[config.mk]
export PLATFORM = sky130hd
export DESIGN_NAME = pulse_rate_detector_top
export DESIGN_NICKNAME = d
export VERILOG_FILES = /design/src/rtl/core/prd_pkg.sv /design/src/rtl/core/prd_div.sv /design/src/rtl/core/pulse_rate_detector_top.sv
export VERILOG_INCLUDE_DIRS = /design/src /design/src/rtl/core
export SDC_FILE = /design/constraint.sdc
export NUM_CORES = 2
export LEC_CHECK = 0
export BUFFER_PORTS_ARGS = -buffer_cell sky130_fd_sc_hd__clkbuf_2
export CAP_MARGIN = 20
export CELL_PAD_IN_SITES_DETAIL_PLACEMENT = 0
export CELL_PAD_IN_SITES_GLOBAL_PLACEMENT = 1
export CORE_ASPECT_RATIO = 0.9
export CORE_MARGIN = 2
export CORE_UTILIZATION = 33
export CTS_CLUSTER_SIZE = 14
export DETAILED_ROUTE_END_ITERATION = 7
export PLACE_DENSITY = 0.56
export RECOVER_POWER = 25
export REMOVE_ABC_BUFFERS = 1
export SLEW_MARGIN = 0
export SYNTH_ARGS = -nofsm -noshare
export SYNTH_HDL_FRONTEND = slang
export SYNTH_SLANG_ARGS = --single-unit
[constraint.sdc]
create_clock -name clk -period 9.9 [get_ports clk]
set_input_delay 0.99 -clock clk [delete_from_list [all_inputs] [get_ports clk]]
set_output_delay 0.99 -clock clk [all_outputs]
set_load 0.01 [all_outputs]
[src/rtl/core/assert_macros.svh]
// ----------------------------------------------------------------------------
// Assertion macros
// Concurrent assertion wrappers. Define ASSERT_OFF to compile them out.
// ----------------------------------------------------------------------------
`ifndef ASSERT_MACROS_SVH
`define ASSERT_MACROS_SVH

`ifndef ASSERT_OFF
`define ASSERT_ALWAYS(name, clk, rst, prop, msg) \
  name: assert property (@(posedge clk) disable iff (rst) (prop)) else $error(msg);
`define ASSERT_NEXT(name, clk, rst, ante, cons, msg) \
  name: assert property (@(posedge clk) disable iff (rst) (ante) |=> (cons)) else $error(msg);
`else
`define ASSERT_ALWAYS(name, clk, rst, prop, msg)
`define ASSERT_NEXT(name, clk, rst, ante, cons, msg)
`endif

`endif

[src/rtl/core/prd_pkg.sv]
// ----------------------------------------------------------------------------
// prd_pkg
// Widths, register indexes, sequencer states and saturation helpers for the
// pulse rate detector.
// ----------------------------------------------------------------------------
package prd_pkg;

  localparam int SAMPLE_BITS    = 16;
  localparam int COEF_FRAC_BITS = 15;
  localparam int COUNT_BITS     = 16;
  localparam int COEF_BITS      = 15;
  localparam int ACC_BITS       = 24;
  localparam int THR_BITS       = 16;
  localparam int NUM_BITS       = 16;
  localparam int CFG_IDX_BITS   = 3;
  localparam int CFG_DATA_BITS  = 16;

  // Product of unsigned coefficient and signed accumulator value.
  localparam int PROD_BITS = COEF_BITS + 1 + ACC_BITS;
  localparam int Q_BITS    = PROD_BITS - COEF_FRAC_BITS;
  // Headroom for sums before saturation.
  localparam int SUM_BITS  = ACC_BITS + 3;
  localparam int DIV_CNT_BITS = $clog2(NUM_BITS);

  localparam logic [COEF_BITS-1:0] DC_ALPHA_RST   = COEF_BITS'(27853);
  localparam logic [COEF_BITS-1:0] LP_IN_GAIN_RST = COEF_BITS'(8036);
  localparam logic [COEF_BITS-1:0] LP_FB_GAIN_RST = COEF_BITS'(16696);
  localparam logic [THR_BITS-1:0]  FALL_THR_RST   = THR_BITS'(20);
  localparam logic [NUM_BITS-1:0]  RATE_NUM_RST   = NUM_BITS'(1200);

  localparam logic [CFG_IDX_BITS-1:0] REG_DC_ALPHA   = 3'd0;
  localparam logic [CFG_IDX_BITS-1:0] REG_LP_IN_GAIN = 3'd1;
  localparam logic [CFG_IDX_BITS-1:0] REG_LP_FB_GAIN = 3'd2;
  localparam logic [CFG_IDX_BITS-1:0] REG_FALL_THR   = 3'd3;
  localparam logic [CFG_IDX_BITS-1:0] REG_RATE_NUM   = 3'd4;

  typedef enum logic [3:0] {
    ST_IDLE,
    ST_MUL_DC,
    ST_ADD_DC,
    ST_MUL_IN,
    ST_ADD_IN,
    ST_MUL_FB,
    ST_ADD_FB,
    ST_DETECT,
    ST_DIV_GO,
    ST_DIV_WAIT,
    ST_WB
  } prd_state_t;

  typedef struct packed {
    logic start;
  } div_ctl_t;

  typedef struct packed {
    logic busy;
    logic done;
  } div_sts_t;

  function automatic logic signed [SUM_BITS-1:0] sext_acc(
    input logic signed [ACC_BITS-1:0] v);
    return {{(SUM_BITS-ACC_BITS){v[ACC_BITS-1]}}, v};
  endfunction

  function automatic logic signed [SUM_BITS-1:0] sext_q(
    input logic signed [Q_BITS-1:0] v);
    return {{(SUM_BITS-Q_BITS){v[Q_BITS-1]}}, v};
  endfunction

  function automatic logic signed [ACC_BITS-1:0] sat_acc(
    input logic signed [SUM_BITS-1:0] v);
    logic [SUM_BITS-ACC_BITS:0] top;
    logic signed [ACC_BITS-1:0] r;
    top = v[SUM_BITS-1:ACC_BITS-1];
    if (top == '0 || top == '1) begin
      r = v[ACC_BITS-1:0];
    end else if (v[SUM_BITS-1]) begin
      r = {1'b1, {(ACC_BITS-1){1'b0}}};
    end else begin
      r = {1'b0, {(ACC_BITS-1){1'b1}}};
    end
    return r;
  endfunction

endpackage

[src/rtl/core/prd_div.sv]
// ----------------------------------------------------------------------------
// prd_div
// Restoring unsigned divider, one quotient bit per cycle.
// ----------------------------------------------------------------------------
module prd_div
  import prd_pkg::*;
(
  input  logic                  clk,
  input  logic                  rst,
  input  div_ctl_t              ctl,
  input  logic [NUM_BITS-1:0]   num,
  input  logic [COUNT_BITS-1:0] den,
  output div_sts_t              sts,
  output logic [NUM_BITS-1:0]   quo
);

  logic [COUNT_BITS-1:0]   rem;
  logic [COUNT_BITS-1:0]   den_r;
  logic [DIV_CNT_BITS-1:0] cnt;
  logic                    busy;
  logic                    done;
  logic [COUNT_BITS:0]     shifted;
  logic [COUNT_BITS:0]     diff;

  assign shifted = {rem, quo[NUM_BITS-1]};
  assign diff    = shifted - {1'b0, den_r};

  always_ff @(posedge clk) begin
    if (rst) begin
      busy <= 1'b0;
      done <= 1'b0;
      cnt  <= '0;
    end else begin
      done <= 1'b0;
      if (ctl.start) begin
        busy <= 1'b1;
        cnt  <= '0;
      end else if (busy) begin
        cnt <= cnt + 1'b1;
        if (cnt == DIV_CNT_BITS'(NUM_BITS - 1)) begin
          busy <= 1'b0;
          done <= 1'b1;
        end
      end
    end
  end

  always_ff @(posedge clk) begin
    if (ctl.start) begin
      rem   <= '0;
      quo   <= num;
      den_r <= den;
    end else if (busy) begin
      // keep the trial difference when the divisor fits
      if (!diff[COUNT_BITS]) begin
        rem <= diff[COUNT_BITS-1:0];
        quo <= {quo[NUM_BITS-2:0], 1'b1};
      end else begin
        rem <= shifted[COUNT_BITS-1:0];
        quo <= {quo[NUM_BITS-2:0], 1'b0};
      end
    end
  end

  assign sts.busy = busy;
  assign sts.done = done;

endmodule

[src/rtl/core/pulse_rate_detector_top.sv]
// ----------------------------------------------------------------------------
// pulse_rate_detector_top
// Optical pulse-rate detector: DC removal, first-order low-pass, beat
// detection and rate computation on one shared multiplier and a serial divider.
//
//   channel   ports                             word contents
//   input     s_tvalid s_tready s_tdata[15:0]   sample
//   output    m_tvalid m_tready m_tdata[39:0]   filtered, rate
//             m_tuser[0:0]                      beat
//   config    cfg_we cfg_index cfg_wdata        register write, no read-back
//
// Each word passes three multiplies on the shared multiplier and 16 divider
// steps before it reaches the output register; a new word is accepted only
// after the previous one has been written to the output register.
// rst is synchronous and restores filter state and register defaults.
// A stalled output holds its word; the next result waits until it is taken.
// ----------------------------------------------------------------------------
`include "assert_macros.svh"

module pulse_rate_detector_top
  import prd_pkg::*;
(
  input  logic                     clk,
  input  logic                     rst,
  input  logic                     s_tvalid,
  output logic                     s_tready,
  input  logic [15:0]              s_tdata,   // [15:0] sample
  output logic                     m_tvalid,
  input  logic                     m_tready,
  output logic [39:0]              m_tdata,   // [23:0] filtered, [39:24] rate
  output logic [0:0]               m_tuser,   // [0] beat
  input  logic                     cfg_we,
  input  logic [CFG_IDX_BITS-1:0]  cfg_index,
  input  logic [CFG_DATA_BITS-1:0] cfg_wdata
);

  prd_state_t state, state_next;

  logic [COEF_BITS-1:0]  dc_alpha;
  logic [COEF_BITS-1:0]  lp_input_gain;
  logic [COEF_BITS-1:0]  lp_feedback_gain;
  logic [THR_BITS-1:0]   fall_threshold;
  logic [NUM_BITS-1:0]   rate_numerator;

  logic [SAMPLE_BITS-1:0]     sample_r;
  logic signed [ACC_BITS-1:0] dc_accum;
  logic signed [ACC_BITS-1:0] lp_prev;
  logic signed [ACC_BITS-1:0] last_output;
  logic signed [ACC_BITS-1:0] y_r;
  logic signed [ACC_BITS-1:0] filt_r;
  logic signed [Q_BITS-1:0]   t_r;
  logic signed [PROD_BITS-1:0] prod;
  logic                       in_pulse;
  logic [COUNT_BITS-1:0]      samples_since_beat;
  logic [COUNT_BITS-1:0]      beat_period;
  logic                       beat_r;
  logic [NUM_BITS-1:0]        rate_r;

  logic [COEF_BITS-1:0]       mul_coef;
  logic signed [ACC_BITS-1:0] mul_opnd;
  logic signed [Q_BITS-1:0]   q;
  logic signed [ACC_BITS-1:0] w;
  logic signed [ACC_BITS-1:0] c;
  logic signed [SUM_BITS-1:0] fire_lim;
  logic                       armed;
  logic                       fire;
  logic [COUNT_BITS-1:0]      count_base;
  logic                       out_free;

  div_ctl_t              div_ctl;
  div_sts_t              div_sts;
  logic [NUM_BITS-1:0]   div_quo;

  // configuration registers
  always_ff @(posedge clk) begin
    if (rst) begin
      dc_alpha         <= DC_ALPHA_RST;
      lp_input_gain    <= LP_IN_GAIN_RST;
      lp_feedback_gain <= LP_FB_GAIN_RST;
      fall_threshold   <= FALL_THR_RST;
      rate_numerator   <= RATE_NUM_RST;
    end else if (cfg_we) begin
      unique case (cfg_index)
        REG_DC_ALPHA:   dc_alpha         <= cfg_wdata[COEF_BITS-1:0];
        REG_LP_IN_GAIN: lp_input_gain    <= cfg_wdata[COEF_BITS-1:0];
        REG_LP_FB_GAIN: lp_feedback_gain <= cfg_wdata[COEF_BITS-1:0];
        REG_FALL_THR:   fall_threshold   <= cfg_wdata[THR_BITS-1:0];
        REG_RATE_NUM:   rate_numerator   <= cfg_wdata[NUM_BITS-1:0];
        default: ;
      endcase
    end
  end

  // shared multiplier operands
  always_comb begin
    mul_coef = dc_alpha;
    mul_opnd = dc_accum;
    case (state)
      ST_MUL_IN: begin
        mul_coef = lp_input_gain;
        mul_opnd = y_r;
      end
      ST_MUL_FB: begin
        mul_coef = lp_feedback_gain;
        mul_opnd = lp_prev;
      end
      default: ;
    endcase
  end

  // floor of product / 2^COEF_FRAC_BITS
  assign q = prod[PROD_BITS-1:COEF_FRAC_BITS];

  assign w = sat_acc({{(SUM_BITS-SAMPLE_BITS){1'b0}}, sample_r} + sext_q(q));
  assign c = sat_acc(sext_q(t_r) + sext_q(q));

  assign fire_lim = sext_acc(last_output) - {{(SUM_BITS-THR_BITS){1'b0}}, fall_threshold};
  assign armed    = in_pulse || (filt_r > last_output);
  assign fire     = armed && (sext_acc(filt_r) <= fire_lim);
  assign count_base = fire ? '0 : samples_since_beat;

  assign out_free = !m_tvalid || m_tready;

  // sequencer
  always_comb begin
    state_next    = state;
    s_tready      = 1'b0;
    div_ctl.start = 1'b0;
    unique case (state)
      ST_IDLE: begin
        s_tready = 1'b1;
        if (s_tvalid) state_next = ST_MUL_DC;
      end
      ST_MUL_DC:   state_next = ST_ADD_DC;
      ST_ADD_DC:   state_next = ST_MUL_IN;
      ST_MUL_IN:   state_next = ST_ADD_IN;
      ST_ADD_IN:   state_next = ST_MUL_FB;
      ST_MUL_FB:   state_next = ST_ADD_FB;
      ST_ADD_FB:   state_next = ST_DETECT;
      ST_DETECT:   state_next = ST_DIV_GO;
      ST_DIV_GO: begin
        div_ctl.start = 1'b1;
        state_next    = ST_DIV_WAIT;
      end
      ST_DIV_WAIT: if (div_sts.done) state_next = ST_WB;
      ST_WB:       if (out_free) state_next = ST_IDLE;
      default:     state_next = ST_IDLE;
    endcase
  end

  always_ff @(posedge clk) begin
    if (rst) begin
      state <= ST_IDLE;
    end else begin
      state <= state_next;
    end
  end

  // filter and detector state
  always_ff @(posedge clk) begin
    if (rst) begin
      dc_accum           <= '0;
      lp_prev            <= '0;
      last_output        <= '0;
      in_pulse           <= 1'b0;
      samples_since_beat <= '0;
      beat_period        <= '0;
    end else begin
      case (state)
        ST_ADD_DC: dc_accum <= w;
        ST_ADD_FB: lp_prev  <= c;
        ST_DETECT: begin
          last_output <= filt_r;
          in_pulse    <= armed && !fire;
          if (fire) beat_period <= samples_since_beat;
          if (count_base != '1) begin
            samples_since_beat <= count_base + 1'b1;
          end else begin
            samples_since_beat <= count_base;
          end
        end
        default: ;
      endcase
    end
  end

  // datapath words
  always_ff @(posedge clk) begin
    if (state == ST_IDLE && s_tvalid) sample_r <= s_tdata[SAMPLE_BITS-1:0];
    if (state == ST_MUL_DC || state == ST_MUL_IN || state == ST_MUL_FB) begin
      prod <= $signed({1'b0, mul_coef}) * mul_opnd;
    end
    if (state == ST_ADD_DC) y_r <= sat_acc(sext_acc(w) - sext_acc(dc_accum));
    if (state == ST_ADD_IN) t_r <= q;
    if (state == ST_ADD_FB) filt_r <= sat_acc(sext_acc(c) + sext_acc(lp_prev));
    if (state == ST_DETECT) beat_r <= fire;
    if (state == ST_DIV_WAIT && div_sts.done) begin
      rate_r <= (beat_period == '0) ? '0 : div_quo;
    end
  end

  // output register
  always_ff @(posedge clk) begin
    if (rst) begin
      m_tvalid <= 1'b0;
    end else if (state == ST_WB && out_free) begin
      m_tvalid <= 1'b1;
    end else if (m_tready) begin
      m_tvalid <= 1'b0;
    end
  end

  always_ff @(posedge clk) begin
    if (state == ST_WB && out_free) begin
      m_tdata <= {rate_r, filt_r};
      m_tuser <= beat_r;
    end
  end

  prd_div u_div (
    .clk (clk),
    .rst (rst),
    .ctl (div_ctl),
    .num (rate_numerator),
    .den (beat_period),
    .sts (div_sts),
    .quo (div_quo)
  );

  `ASSERT_NEXT(a_busy_after_accept, clk, rst, s_tvalid && s_tready, !s_tready, "input accepted while a word is in work")
  `ASSERT_ALWAYS(a_div_done_in_wait, clk, rst, !div_sts.done || state == ST_DIV_WAIT, "divider finished outside its wait state")
  `ASSERT_ALWAYS(a_div_busy_in_wait, clk, rst, !div_sts.busy || state == ST_DIV_WAIT, "divider busy outside its wait state")
  `ASSERT_NEXT(a_beat_restarts_count, clk, rst, state == ST_DETECT && fire, samples_since_beat == COUNT_BITS'(1) && !in_pulse, "beat did not restart the period count")

endmodule

==> flow_metrics.env <==
export IMPL_outcome="complete, but fails checks"
export IMPL_core_um2=106000
export IMPL_die_area_um2=109000
export IMPL_cp_max_fo=23
export IMPL_detailed_place_hpwl_mm=84.3
export IMPL_io_buffers=82
export IMPL_drive_above_1_share_pct=6.55
export IMPL_tritoncts_num_sinks=413
export IMPL_report_final_slew_viol_count=184
export IMPL_timing_fmax_ghz=0.107
export IMPL_synth_distinct_cells=89
export IMPL_placed_area_um2=37300
export IMPL_synth_area_top_cells="fa_1 (20%), edfxtp_1 (17%), dfxtp_1 (12%)"
export IMPL_start_util_pct=33.3
export IMPL_syn_to_final_growth_pct=10.7
export IMPL_reg2reg_slack_ns=0.59
export IMPL_skew_ns=0.0310
export IMPL_worstMarginPinSlew_ns=2.63
export IMPL_synth_top_cell_area_share_pct=20.2
export IMPL_arrival_ns=9.67
export IMPL_rows=113
export IMPL_min_period_ns=9.31
export IMPL_fp_dieH_um=314
export IMPL_setup_viol=0
export IMPL_nFillCells=10900
export IMPL_min_path_type="reg -> reg"
export IMPL_grt_pass1_vias=26600
export IMPL_async_reset_ff_share_pct=0
export IMPL_ctsHtreeMaxLevel=2
export IMPL_nets=4574
export IMPL_cap_violations=6
export IMPL_min_from="rate_r[8]"
export IMPL_syn_inst=3870
export IMPL_post_route_period_util_pct=94.1
export IMPL_grt_overflow=0
export IMPL_rsz0062_at_grt="no"
export IMPL_grt_max_degree=66
export IMPL_cts_setup_buffers=0
export IMPL_slew_headroom_pct=-75.4
export IMPL_grt_total_usage_pct=19.5
export IMPL_synth_flop_cell="dfxtp_1"
export IMPL_syn_area_um2=35200
export IMPL_clock_latency_ns=0.64
export IMPL_reg2regPathDepth=25
export IMPL_crit_type="reg -> reg"
export IMPL_grt_pass1_wl_mm=164
export IMPL_worstHoldPathCells=0
export IMPL_gp_congestion=0.834
export IMPL_clockBufferDepth=3
export IMPL_via_per_inst=4.96
export IMPL_ant_nets=0
export IMPL_crit_reg2reg_capture="prod[39]"
export IMPL_synth_largest_area_cell="fa_1"
export IMPL_ys_seq_area_share_pct=29.3
export IMPL_hold_viol=0
export IMPL_hold_slack_ns=0.414
export IMPL_synth_seq_cells=413
export IMPL_drc=0
export IMPL_violations="capacitance limit, slew limit"
export IMPL_cts_resized=0
export IMPL_finalWirelength_mm=106
export IMPL_postCtsHoldBufs=0
export IMPL_dr_pass1_iters=6
export IMPL_yosysMostFrequentCell="nand2_1"
export IMPL_yosysWarnings=0
export IMPL_startpoint_type="flip-flop"
export IMPL_synth_common_cells="nand2_1 (613), inv_1 (514), fa_1 (355)"
export IMPL_antenna_found_initial=1
export IMPL_avgSynthCellArea_um2=9.10
export IMPL_path_clk_slew_ns=0.07
export IMPL_drt_iter0_markers=1696
export IMPL_synth_edf_count=204
export IMPL_reg2reg_from="state[3]"
export IMPL_numCtsBuffers=50
export IMPL_final_util_pct=36.9
export IMPL_cp_end_kind="flip-flop"
export IMPL_cp_data_required_time_ns=10.26
export IMPL_cts_root_buf="clkbuf_16"
export IMPL_fin_area_um2=39000
export IMPL_cts_tree="built"
export IMPL_chipWidth_um=348
export IMPL_holdPathEnd="m_tdata[32]"
export IMPL_wl_per_cell_um=19.8
export IMPL_io_pin_count=83
export IMPL_vias=26500
[cell type report]
type,instances,area [um2],area share (%)
antenna,2,5.00,0.0128
multi-input combinational,2792,22400,57.5
sequential,413,10300,26.4
clock inverter,33,414,1.06
timing repair buffer,137,793,2.03
inverter,518,1940,4.98
tap,1380,1730,4.43
clock buffer,60,1380,3.54
[sequential cells by signal, summed over array words and instances, names as in the netlist, 15 cells and up]
register,flops
beat_period,16
dc_accum,24
dc_alpha,15
fall_threshold,16
filt_r,24
last_output,24
lp_feedback_gain,15
lp_input_gain,15
lp_prev,24
m_tdata,40
prod,25
rate_numerator,16
rate_r,16
sample_r,16
samples_since_beat,16
t_r,25
u_div.den_r,16
u_div.quo,16
u_div.rem,16
y_r,24
[worst max path at each step]
| stage | startpoint | cells past startpoint | slack [ns] | endpoint |
|---|---|---|---|---|
| 2_1_floorplan | state[1] | 26 | -1.51 | prod[39] |
| 3_3_place_gp | state[3] | 25 | 0.75 | prod[39] |
| 3_5_place_dp | state[3] | 25 | 0.65 | prod[39] |
| 4_1_cts | state[3] | 25 | 0.60 | prod[39] |
| 5_1_grt | state[3] | 25 | 0.07 | prod[39] |
| 6_report | state[3] | 25 | 0.59 | prod[39] |
[routing by layer]
metal / vias to the layer above / track usage (%) / wire length, um
li1: 12900 / - / -
met1: 13000 / 28.9 / 52200
met2: 457 / 30.1 / 46600
met3: 104 / 2.81 / 4590
met4: 0 / 4.35 / 2200
met5: - / 0 / 0
[placed cells by master, fill, tap and decap left out, types with 9 or more instances in the layout]
| master | instances |
|---|---|
| nand2_1 | 613 |
| inv_1 | 514 |
| fa_1 | 355 |
| nor2_1 | 291 |
| a21oi_1 | 273 |
| ha_1 | 267 |
| dfxtp_1 | 209 |
| edfxtp_1 | 204 |
| o21ai_0 | 102 |
| xnor2_1 | 92 |
| clkbuf_2 | 79 |
| a21o_1 | 78 |
| nand3_1 | 71 |
| xor2_1 | 66 |
| and2_1 | 58 |
| clkbuf_16 | 53 |
| buf_4 | 48 |
| o21a_1 | 35 |
| nor3_1 | 34 |
| mux2i_1 | 33 |
| nand2b_1 | 31 |
| a22oi_1 | 31 |
| nor2b_1 | 30 |
| nand4_1 | 24 |
| and3_1 | 24 |
| a221o_1 | 21 |
| nor4_1 | 20 |
| o31ai_1 | 16 |
| a31oi_1 | 15 |
| o21bai_1 | 14 |
| clkbuf_1 | 14 |
| a211oi_1 | 13 |
| or2_2 | 12 |
| nand3b_1 | 12 |
| clkinv_1 | 10 |
| o21ai_1 | 10 |
| or3_1 | 10 |
| a31o_2 | 10 |
| and4_1 | 9 |
[cell families after synthesis]
group	share of synthesized area, %
xor gates and xnor gates	3.93
adders and majority gates	29.8
buffers and inverters	7.22
and+or+nand+nor	16.1
DFF	29.3
muxes	1.07
AOI/OAI and AO/OA	12.6
[metrics by stage]
step	std cells	worst slack [ns]	setup TNS, ns
floorplan	3723	-1.51	-21.97
global placement	5240	0.747	0
detailed placement	5240	0.654	0
CTS	5333	0.603	0
global route	5333	0.0659	0
finish	5335	0.589	0
[worst max-delay path, cell delays in order, from the launching register on]
cell and delay (ns):
dfxtp_1 0.62, nor4bb_4 0.10, buf_4 0.21, nor2_4 0.50
nand2_1 0.14, nand2_1 0.75, nand2_1 0.17, fa_1 0.52
fa_1 0.57, fa_1 0.45, fa_1 0.54, inv_1 0.05
fa_1 0.50, fa_1 0.42, ha_1 0.32, nand3_1 0.08
nor2_1 0.21, o2111ai_1 0.19, nor4_1 0.49, o21ai_1 0.23
o31ai_1 0.72, a31oi_1 0.32, o21ai_1 0.40, a311o_1 0.27
a21oi_1 0.10, xnor2_1 0.13
Power is left out: the tool's default activity adds up to more than one toggle a clock period on the data nets, which glitch-free logic cannot reach.
